[config.mk]
export PLATFORM = sky130hd
export DESIGN_NAME = partition_fit_allocator
export DESIGN_NICKNAME = d
export VERILOG_FILES = /design/src/rtl/pfa_pkg.sv /design/src/rtl/pfa_ram.sv /design/src/rtl/pfa_ctrl.sv /design/src/rtl/pfa_dp.sv /design/src/rtl/partition_fit_allocator.sv
export SDC_FILE = /design/constraint.sdc
export NUM_CORES = 1
export LEC_CHECK = 0
export BUFFER_PORTS_ARGS = -buffer_cell sky130_fd_sc_hd__buf_4
export CORE_MARGIN = 1.5
export CORE_UTILIZATION = 50
export CTS_CLUSTER_SIZE = 28
export DETAILED_ROUTE_END_ITERATION = 10
export GPL_TIMING_DRIVEN = 0
export PLACE_DENSITY = 0.7
export SLEW_MARGIN = 20
export SYNTH_ARGS = -nofsm -noshare
export SYNTH_HDL_FRONTEND = slang
export SYNTH_SLANG_ARGS = --single-unit
[constraint.sdc]
create_clock -name i_clk -period 6.5 [get_ports i_clk]
set_input_delay 0.975 -clock i_clk [delete_from_list [all_inputs] [get_ports i_clk]]
set_output_delay 0.975 -clock i_clk [all_outputs]
set_load 0.005 [all_outputs]
[src/rtl/pfa_pkg.sv]
// Shared types, codes and constants of the partition fit allocator.
package pfa_pkg;

    // Default number of partition slots in the table.
    localparam int NUM_PARTITIONS_DEF = 8;

    // Fixed field widths.
    localparam int MODE_W  = 2;
    localparam int ENTRY_W = 3;
    localparam int KB_W    = 16;
    localparam int ADDR_W  = 32;
    localparam int STAT_W  = 2;

    // One KB is 1024 bytes, a left shift by ten.
    localparam int KB_SHIFT = 10;

    // Command codes.
    localparam logic CMD_LOAD  = 1'b0;
    localparam logic CMD_ALLOC = 1'b1;

    // Placement rules held in the mode register.
    localparam logic [MODE_W-1:0] FIT_FIRST = 2'd0;
    localparam logic [MODE_W-1:0] FIT_BEST  = 2'd1;
    localparam logic [MODE_W-1:0] FIT_WORST = 2'd2;

    // Result status codes.
    localparam logic [STAT_W-1:0] STAT_LOADED  = 2'd0;
    localparam logic [STAT_W-1:0] STAT_GRANTED = 2'd1;
    localparam logic [STAT_W-1:0] STAT_NO_FIT  = 2'd2;

    // Controller states.
    typedef enum logic [1:0] {
        ST_IDLE,
        ST_SCAN,
        ST_DRAIN,
        ST_DONE
    } t_state;

    // Commands from the controller to the datapath.
    typedef struct packed {
        logic capture;
        logic scan_step;
        logic commit;
    } t_dp_cmd;

    // Status from the datapath to the controller.
    typedef struct packed {
        logic scan_last;
        logic out_free;
    } t_dp_status;

endpackage

[src/rtl/pfa_ram.sv]
// Generic single-port-write, single-port-read RAM with registered read data.
module pfa_ram #(
    parameter int WIDTH = 8,
    parameter int DEPTH = 8,
    localparam int AW = (DEPTH > 1) ? $clog2(DEPTH) : 1
) (
    input  logic             i_clk,
    input  logic             i_we,
    input  logic [AW-1:0]    i_waddr,
    input  logic [WIDTH-1:0] i_wdata,
    input  logic             i_re,
    input  logic [AW-1:0]    i_raddr,
    output logic [WIDTH-1:0] o_rdata
);

    logic [WIDTH-1:0] r_mem [DEPTH];
    logic [WIDTH-1:0] r_rdata;

    always_ff @(posedge i_clk) begin
        if (i_we) begin
            r_mem[i_waddr] <= i_wdata;
        end
        if (i_re) begin
            r_rdata <= r_mem[i_raddr];
        end
    end

    assign o_rdata = r_rdata;

endmodule

[src/rtl/pfa_ctrl.sv]
// Sequencing state machine of the partition fit allocator.
module pfa_ctrl (
    input  logic                 i_clk,
    input  logic                 i_rst_n,
    input  logic                 i_in_valid,
    input  logic                 i_cmd,
    input  pfa_pkg::t_dp_status  i_status,
    output pfa_pkg::t_dp_cmd     o_cmd,
    output logic                 o_in_stall
);

    pfa_pkg::t_state r_state;
    pfa_pkg::t_state n_state;

    always_ff @(posedge i_clk) begin
        if (!i_rst_n) begin
            r_state <= pfa_pkg::ST_IDLE;
        end else begin
            r_state <= n_state;
        end
    end

    always_comb begin
        n_state    = r_state;
        o_cmd      = '0;
        o_in_stall = 1'b1;
        case (r_state)
            pfa_pkg::ST_IDLE: begin
                o_in_stall = 1'b0;
                if (i_in_valid) begin
                    o_cmd.capture = 1'b1;
                    n_state = (i_cmd == pfa_pkg::CMD_ALLOC) ? pfa_pkg::ST_SCAN
                                                             : pfa_pkg::ST_DONE;
                end
            end
            pfa_pkg::ST_SCAN: begin
                o_cmd.scan_step = 1'b1;
                if (i_status.scan_last) begin
                    n_state = pfa_pkg::ST_DRAIN;
                end
            end
            pfa_pkg::ST_DRAIN: begin
                // The last slot's read data is compared in this cycle.
                n_state = pfa_pkg::ST_DONE;
            end
            pfa_pkg::ST_DONE: begin
                if (i_status.out_free) begin
                    o_cmd.commit = 1'b1;
                    n_state = pfa_pkg::ST_IDLE;
                end
            end
            default: begin
                n_state = pfa_pkg::ST_IDLE;
            end
        endcase
    end

endmodule

[src/rtl/pfa_dp.sv]
// Datapath of the partition fit allocator: table, scan compare, update and result register.
module pfa_dp #(
    parameter int NUM_PARTITIONS = pfa_pkg::NUM_PARTITIONS_DEF
) (
    input  logic                          i_clk,
    input  logic                          i_rst_n,
    input  pfa_pkg::t_dp_cmd              i_cmd_dp,
    output pfa_pkg::t_dp_status           o_status,
    input  logic                          i_cfg_we,
    input  logic [pfa_pkg::MODE_W-1:0]    i_cfg_wdata,
    input  logic                          i_cmd,
    input  logic [pfa_pkg::ENTRY_W-1:0]   i_entry_index,
    input  logic [pfa_pkg::KB_W-1:0]      i_entry_capacity_kb,
    input  logic [pfa_pkg::ADDR_W-1:0]    i_entry_start_addr,
    input  logic [pfa_pkg::KB_W-1:0]      i_request_kb,
    input  logic                          i_out_stall,
    output logic                          o_out_valid,
    output logic [pfa_pkg::STAT_W-1:0]    o_status_code,
    output logic [pfa_pkg::ENTRY_W-1:0]   o_chosen_index,
    output logic [pfa_pkg::ADDR_W-1:0]    o_granted_start_addr,
    output logic [pfa_pkg::KB_W-1:0]      o_remaining_kb
);

    localparam int IDX_W = $clog2(NUM_PARTITIONS);
    localparam int ENT_W = pfa_pkg::KB_W + pfa_pkg::ADDR_W;

    // Mode register.
    logic [pfa_pkg::MODE_W-1:0] r_fit_mode;

    // Captured item.
    logic                         r_cmd;
    logic [pfa_pkg::ENTRY_W-1:0]  r_idx;
    logic [pfa_pkg::KB_W-1:0]     r_cap;
    logic [pfa_pkg::ADDR_W-1:0]   r_addr;
    logic [pfa_pkg::KB_W-1:0]     r_req;

    // Scan state.
    logic [IDX_W-1:0]             r_cnt;
    logic                         r_cmp_en;
    logic [IDX_W-1:0]             r_rd_idx;
    logic                         r_rd_valid;
    logic [NUM_PARTITIONS-1:0]    r_valid;

    // Best candidate so far.
    logic                         r_best_valid;
    logic [IDX_W-1:0]             r_best_idx;
    logic [pfa_pkg::KB_W-1:0]     r_best_cap;
    logic [pfa_pkg::ADDR_W-1:0]   r_best_start;

    // Result register.
    logic                         r_out_valid;
    logic [pfa_pkg::STAT_W-1:0]   r_out_status;
    logic [pfa_pkg::ENTRY_W-1:0]  r_out_index;
    logic [pfa_pkg::ADDR_W-1:0]   r_out_addr;
    logic [pfa_pkg::KB_W-1:0]     r_out_kb;

    logic [ENT_W-1:0]             rd_data;
    logic [pfa_pkg::KB_W-1:0]     rd_cap;
    logic [pfa_pkg::ADDR_W-1:0]   rd_start;
    logic                         fits;
    logic                         take;
    logic                         load_in_range;
    logic                         is_alloc;
    logic                         ram_we;
    logic [IDX_W-1:0]             ram_waddr;
    logic [ENT_W-1:0]             ram_wdata;
    logic [pfa_pkg::KB_W-1:0]     new_cap;
    logic [pfa_pkg::ADDR_W-1:0]   new_start;

    pfa_ram #(
        .WIDTH (ENT_W),
        .DEPTH (NUM_PARTITIONS)
    ) u_table (
        .i_clk   (i_clk),
        .i_we    (ram_we),
        .i_waddr (ram_waddr),
        .i_wdata (ram_wdata),
        .i_re    (i_cmd_dp.scan_step),
        .i_raddr (r_cnt),
        .o_rdata (rd_data)
    );

    // A slot never written since reset reads as empty.
    assign rd_cap   = r_rd_valid ? rd_data[ENT_W-1 -: pfa_pkg::KB_W] : '0;
    assign rd_start = rd_data[pfa_pkg::ADDR_W-1:0];

    assign fits = (rd_cap != '0) && (r_req != '0) && (rd_cap >= r_req);

    always_comb begin
        take = 1'b0;
        if (fits) begin
            if (!r_best_valid) begin
                take = 1'b1;
            end else if (r_fit_mode == pfa_pkg::FIT_BEST) begin
                take = rd_cap < r_best_cap;
            end else if (r_fit_mode == pfa_pkg::FIT_WORST) begin
                take = rd_cap > r_best_cap;
            end
        end
    end

    assign is_alloc      = (r_cmd == pfa_pkg::CMD_ALLOC);
    assign load_in_range = 32'(r_idx) < 32'(NUM_PARTITIONS);
    assign new_cap       = r_best_cap - r_req;
    assign new_start     = r_best_start + (32'(r_req) << pfa_pkg::KB_SHIFT);

    always_comb begin
        ram_we    = 1'b0;
        ram_waddr = r_best_idx;
        ram_wdata = {new_cap, new_start};
        if (i_cmd_dp.commit) begin
            if (is_alloc) begin
                ram_we = r_best_valid;
            end else begin
                ram_we    = load_in_range;
                ram_waddr = IDX_W'(r_idx);
                ram_wdata = {r_cap, r_addr};
            end
        end
    end

    assign o_status.scan_last = (r_cnt == IDX_W'(NUM_PARTITIONS - 1));
    assign o_status.out_free  = !r_out_valid || !i_out_stall;

    // Control registers.
    always_ff @(posedge i_clk) begin
        if (!i_rst_n) begin
            r_fit_mode   <= pfa_pkg::FIT_FIRST;
            r_valid      <= '0;
            r_cmp_en     <= 1'b0;
            r_best_valid <= 1'b0;
            r_out_valid  <= 1'b0;
            r_cnt        <= '0;
        end else begin
            if (i_cfg_we) begin
                r_fit_mode <= i_cfg_wdata;
            end
            if (ram_we) begin
                r_valid[ram_waddr] <= 1'b1;
            end
            r_cmp_en <= i_cmd_dp.scan_step;
            if (i_cmd_dp.capture) begin
                r_cnt        <= '0;
                r_best_valid <= 1'b0;
            end else begin
                if (i_cmd_dp.scan_step) begin
                    r_cnt <= r_cnt + 1'b1;
                end
                if (r_cmp_en && take) begin
                    r_best_valid <= 1'b1;
                end
            end
            if (i_cmd_dp.commit) begin
                r_out_valid <= 1'b1;
            end else if (!i_out_stall) begin
                r_out_valid <= 1'b0;
            end
        end
    end

    // Payload registers.
    always_ff @(posedge i_clk) begin
        if (i_cmd_dp.capture) begin
            r_cmd  <= i_cmd;
            r_idx  <= i_entry_index;
            r_cap  <= i_entry_capacity_kb;
            r_addr <= i_entry_start_addr;
            r_req  <= i_request_kb;
        end
        if (i_cmd_dp.scan_step) begin
            r_rd_idx   <= r_cnt;
            r_rd_valid <= r_valid[r_cnt];
        end
        if (r_cmp_en && take) begin
            r_best_idx   <= r_rd_idx;
            r_best_cap   <= rd_cap;
            r_best_start <= rd_start;
        end
        if (i_cmd_dp.commit) begin
            if (!is_alloc) begin
                r_out_status <= pfa_pkg::STAT_LOADED;
                r_out_index  <= '0;
                r_out_addr   <= '0;
                r_out_kb     <= '0;
            end else if (r_best_valid) begin
                r_out_status <= pfa_pkg::STAT_GRANTED;
                r_out_index  <= pfa_pkg::ENTRY_W'(r_best_idx);
                r_out_addr   <= r_best_start;
                r_out_kb     <= new_cap;
            end else begin
                r_out_status <= pfa_pkg::STAT_NO_FIT;
                r_out_index  <= '0;
                r_out_addr   <= '0;
                r_out_kb     <= '0;
            end
        end
    end

    assign o_out_valid          = r_out_valid;
    assign o_status_code        = r_out_status;
    assign o_chosen_index       = r_out_index;
    assign o_granted_start_addr = r_out_addr;
    assign o_remaining_kb       = r_out_kb;

endmodule

[src/rtl/partition_fit_allocator.sv]
// Top level of the partition fit allocator: controller and datapath.
//
// The block keeps a table of NUM_PARTITIONS free memory partitions, each with a
// capacity in KB and a start byte address, and handles one transfer at a time.
// A load transfer writes one slot. An allocate transfer scans the table one slot
// per cycle through the table memory's single read port and then writes the
// chosen slot back. The table reads as all empty after reset without any
// clearing pass, because each slot has a valid bit. The result waits in an
// output register, so a stalled result does not hold up the acceptance of the
// next transfer. The fit mode is written through i_cfg_we and i_cfg_wdata; the
// user must write it only while the block is idle, which the block itself does
// not enforce. Mode three behaves as first fit.
module partition_fit_allocator #(
    parameter int NUM_PARTITIONS = pfa_pkg::NUM_PARTITIONS_DEF
) (
    input  logic                          i_clk,
    input  logic                          i_rst_n,
    // Configuration write port for the fit mode register.
    input  logic                          i_cfg_we,
    input  logic [pfa_pkg::MODE_W-1:0]    i_cfg_wdata,
    // Input channel.
    input  logic                          i_in_valid,
    output logic                          o_in_stall,
    input  logic                          i_cmd,
    input  logic [pfa_pkg::ENTRY_W-1:0]   i_entry_index,
    input  logic [pfa_pkg::KB_W-1:0]      i_entry_capacity_kb,
    input  logic [pfa_pkg::ADDR_W-1:0]    i_entry_start_addr,
    input  logic [pfa_pkg::KB_W-1:0]      i_request_kb,
    // Result channel.
    output logic                          o_out_valid,
    input  logic                          i_out_stall,
    output logic [pfa_pkg::STAT_W-1:0]    o_status,
    output logic [pfa_pkg::ENTRY_W-1:0]   o_chosen_index,
    output logic [pfa_pkg::ADDR_W-1:0]    o_granted_start_addr,
    output logic [pfa_pkg::KB_W-1:0]      o_remaining_kb
);

    pfa_pkg::t_dp_cmd    dp_cmd;
    pfa_pkg::t_dp_status dp_status;

    // The controller sequences capture, scan and commit.
    pfa_ctrl u_ctrl (
        .i_clk      (i_clk),
        .i_rst_n    (i_rst_n),
        .i_in_valid (i_in_valid),
        .i_cmd      (i_cmd),
        .i_status   (dp_status),
        .o_cmd      (dp_cmd),
        .o_in_stall (o_in_stall)
    );

    // The datapath holds the table, the best-candidate compare and the result.
    pfa_dp #(
        .NUM_PARTITIONS (NUM_PARTITIONS)
    ) u_dp (
        .i_clk                (i_clk),
        .i_rst_n              (i_rst_n),
        .i_cmd_dp             (dp_cmd),
        .o_status             (dp_status),
        .i_cfg_we             (i_cfg_we),
        .i_cfg_wdata          (i_cfg_wdata),
        .i_cmd                (i_cmd),
        .i_entry_index        (i_entry_index),
        .i_entry_capacity_kb  (i_entry_capacity_kb),
        .i_entry_start_addr   (i_entry_start_addr),
        .i_request_kb         (i_request_kb),
        .i_out_stall          (i_out_stall),
        .o_out_valid          (o_out_valid),
        .o_status_code        (o_status),
        .o_chosen_index       (o_chosen_index),
        .o_granted_start_addr (o_granted_start_addr),
        .o_remaining_kb       (o_remaining_kb)
    );

endmodule

==> key figures <==
Logic synthesis
  • Yosys cell types: 59
  • Top-count cell post-synth: edfxtp_1
  • Top cells by count, synth: 608 x edfxtp_1, 98 x mux4_2, 67 x ha_1
  • Asr flop ratio synth: 0%
  • Post-synth EDFFs: between 600 and 700
  • Flops & latches, synth: between 600 and 700
  • Warnings from Yosys: 0
  • Mapped Nets: 1526
  • Seq/Total Area, Yosys: about three quarters
  • Cell taking the most area after synthesis: edfxtp_1
  • Top_reg_cell synth: edfxtp_1
  • Synth top area cells: edfxtp_1 72%, mux4_2 8.7%, ha_1 3.3%
  • Syn Inst Count: about 1400
  • Post-synth top area share: between 70 and 80%
  • Avg Inst Size Synth: roughly 18 um^2
  • Cell Area, Synth: ~0.025 mm^2

GRT
  • GRT met3 Usage: 3.59%
  • GRT met1 Usage: a little under a third
  • First-pass GRT wire length: 87.4 mm
  • Gr usage total: 23.1%
  • Initial antenna violation count: 2
  • Met2 Use GR: between 30% and 40%
  • Vias in the first global route: about 14000
  • GR Overflow Total: 0
  • Gr busiest metal: met2
  • Pin count of the biggest net entering global routing: 49

Cells and area
  • Proportion of layout cells with a drive suffix above 1: between 20% and 30%
  • Fillers: between 3000 and 4000
  • Final core occ: 59.8%
  • Seq. cell area: between 0.015 and 0.02 mm^2
  • Post-layout net count: 1749
  • Multi-input logic area: around 0.0063 mm^2
  • # diodes: 0
  • Layout area overhead: 18.2%

Floorplanning
  • Die height: between 200 and 250 um
  • Die Width: about 230 um
  • Core area: 0.0500 mm^2
  • # rows: between 80 and 90
  • Initial Util: around 51%
  • # IOs: between 100 and 150
  • Die area: approximately 0.052 mm^2

Detailed routing
  • DR pass1 iterations: 6
  • WL/cell: 25.4 um
  • Final ANT Viol Nets: 0
  • DR vias: 13500
  • Drc violations: 0
  • 1st-iter DRT viols: between 1000 and 1500
  • Vias/cell: ~5.8
  • WL final: between 50 and 60 mm

Timing
  • Fin crit period: 3.70 ns
  • Setup TNS: 0 ns
  • RSZ-0062 raised after global routing: false
  • Clock Skews: between 0.02 and 0.025 ns
  • Worst slew margin: a little over a third
  • Period utilization: 57.0%
  • Pin slew with the least headroom to its limit: slightly below 1 ns
  • Final setup fails: 0
  • Final Hold Vio Count: 0
  • Max Slew Vio Count: 0
  • FMAX: roughly 270 MHz

CTS
  • Resize count post-CTS: 0
  • Clk slew on worst S/H paths: 0.06 ns
  • Setup Buffers After CTS: 0
  • Clock insertion delay at the later pin of the skew report: 0.61 ns
  • CTS tree: done
  • CTS buffer count: 66
  • TritonCTS Sinks: roughly 630
  • # hold bufs at CTS: 0
  • Root Buffer: clkbuf_16
  • CTS Buffer Depth: 3
  • Htree depth: 3

Setup path
  • Critical path class: reg -> reg
  • Worst setup startpoint: u_ctrl.r_state[0]
  • CP required: 6.79 ns
  • Critical Path Sink Type: flop
  • Worst R2R Path Depth: 9
  • R2R Setup Slk: 2.80 ns
  • Worst R2R Start: u_ctrl.r_state[0]
  • Startpoint types: flop
  • RR Endpoint: u_dp.u_table.r_mem[2][25]
  • Worst endpoint data arrival time: roughly 4 ns
  • Crit-path max FO: 20

Worst hold path
  • Min-Delay Path Depth: 0
  • Hold path startpoint: u_dp.u_table.o_rdata[19]
  • Hold Path Sink: u_dp.r_best_start[19]
  • Hold crit path type: reg -> reg

Power
  • Sequential share of power: between 40 and 50%
  • Total power draw: between 10 and 15 mW
  • Switching pwr: slightly below 3 mW
  • Pwr/cell area: between 300 and 400 mW/mm^2
  • Static leakage: ~10 nW
  • Pint: slightly below 8 mW
  • Comb power frac: between 10% and 20%
  • Part of the power in the clock network: roughly a third
  • Switching Fraction: roughly 27%
  • Worst ir drop on vdd: about 0.00028 V

Place
  • DP HPWL: a little over 40 mm
  • Number of I/O port buffers: ~130
  • Routability Congestion: between 0.8 and 0.9

Outcome
  • Status: complete, no violations

Job
  • Max Cap Viol: 0
-- flip-flops by register name (all words and copies together) (netlist names) --
name / flops
u_ctrl.r_state: 2
u_dp.is_alloc: 1
u_dp.o_chosen_index: 3
u_dp.o_granted_start_addr: 32
u_dp.o_out_valid: 1
u_dp.o_remaining_kb: 16
u_dp.o_status_code: 2
u_dp.r_addr: 32
u_dp.r_best_cap: 16
u_dp.r_best_idx: 3
u_dp.r_best_start: 32
u_dp.r_best_valid: 1
u_dp.r_cap: 16
u_dp.r_cmp_en: 1
u_dp.r_cnt: 3
u_dp.r_fit_mode: 2
u_dp.r_idx: 3
u_dp.r_rd_idx: 3
u_dp.r_rd_valid: 1
u_dp.r_req: 16
u_dp.r_valid: 8
u_dp.u_table.o_rdata: 48
u_dp.u_table.r_mem: 384
-- power groups by stage --
| stage | logic, mW | clock network (mW) | registers [mW] |
|---|---|---|---|
| 6_report | 1.99 | 3.58 | 5.30 |
| 5_1_grt | 2.16 | 3.79 | 5.32 |
| 4_1_cts | 2.01 | 3.63 | 5.30 |
| 3_5_place_dp | 1.99 | 0 | 5.38 |
| 3_3_place_gp | 1.84 | 0 | 5.42 |
| 2_1_floorplan | 1.27 | 0 | 5.29 |
-- stage by stage --
stage | std cells | setup WS [ns] | hold WS (ns) | area (um^2)
CTS | 2327 | 2.80 | 0.418 | 29900
finish | 2327 | 2.80 | 0.417 | 29900
floorplan | 1382 | 0.787 | 0.400 | 25300
global placement | 2183 | -3.24 | 0.401 | 27100
global route | 2327 | 2.68 | 0.423 | 29900
detailed placement | 2209 | 2.40 | 0.405 | 27800
-- final cells by class --
type,count,share of cell area [%]
Timing Repair Buffer,155,5.46
Clock inverter,41,1.06
Buffer,49,0.683
Clock buffer,77,5.74
Tap cell,672,2.82
Sequential cell,626,62.3
Multi-Input combinational cell,655,21.2
Inverter,52,0.654
-- placed cells by master, fill, tap and decap left out, types with 10 or more instances in the layout --
master / instances
and3_1: 34
inv_1: 52
clkbuf_16: 67
edfxtp_1: 608
xor2_1: 16
nand3_1: 10
buf_4: 129
nand2_1: 59
nor2_1: 55
mux4_2: 98
buf_16: 19
clkinv_1: 26
a21oi_1: 41
and2_1: 17
clkbuf_1: 40
buf_2: 16
xnor2_1: 18
mux2_2: 63
dfxtp_1: 18
ha_1: 66
nand2b_1: 11
o21ai_0: 46
-- layer usage --
metal	part of all wire, %	vias to the layer above
met4	2.5	0
met2	50	565
met1	42	6918
li1	-	5942
met3	6.4	108
met5	0	-
-- critical path, cell delays in order, from the launching register on --
cell	delay [ns]
dfxtp_1	0.42
ha_1	0.25
a21boi_4	0.42
buf_16	0.23
nor2b_1	0.13
buf_2	0.21
buf_2	0.40
a31oi_1	0.27
nor2_4	0.74
buf_12	0.27
-- worst max path at each step --
stage                                 to  cells after the start
6_report       u_dp.u_table.r_mem[2][25]                      9
5_1_grt        u_dp.u_table.r_mem[2][26]                      9
4_1_cts        u_dp.u_table.r_mem[6][32]                      8
3_5_place_dp   u_dp.u_table.r_mem[2][32]                      8
3_3_place_gp    u_dp.u_table.r_mem[5][9]                      7
2_1_floorplan   u_dp.u_table.r_mem[2][0]                      6
-- logic make-up (layout without fill, tap and decap cells) --
kind of cell	Yosys count	in the layout	synth area share (%)
DFF	626	626	73.7
and+or+nand+nor	235	235	4.58
muxes	167	167	11.8
AOI/OAI and AO/OA	149	149	3.68
buffers and inverters	101	374	1.58
adders and majority gates	70	70	3.52
xor gates and xnor gates	34	34	1.18
Power figures use the tool's default switching activity.
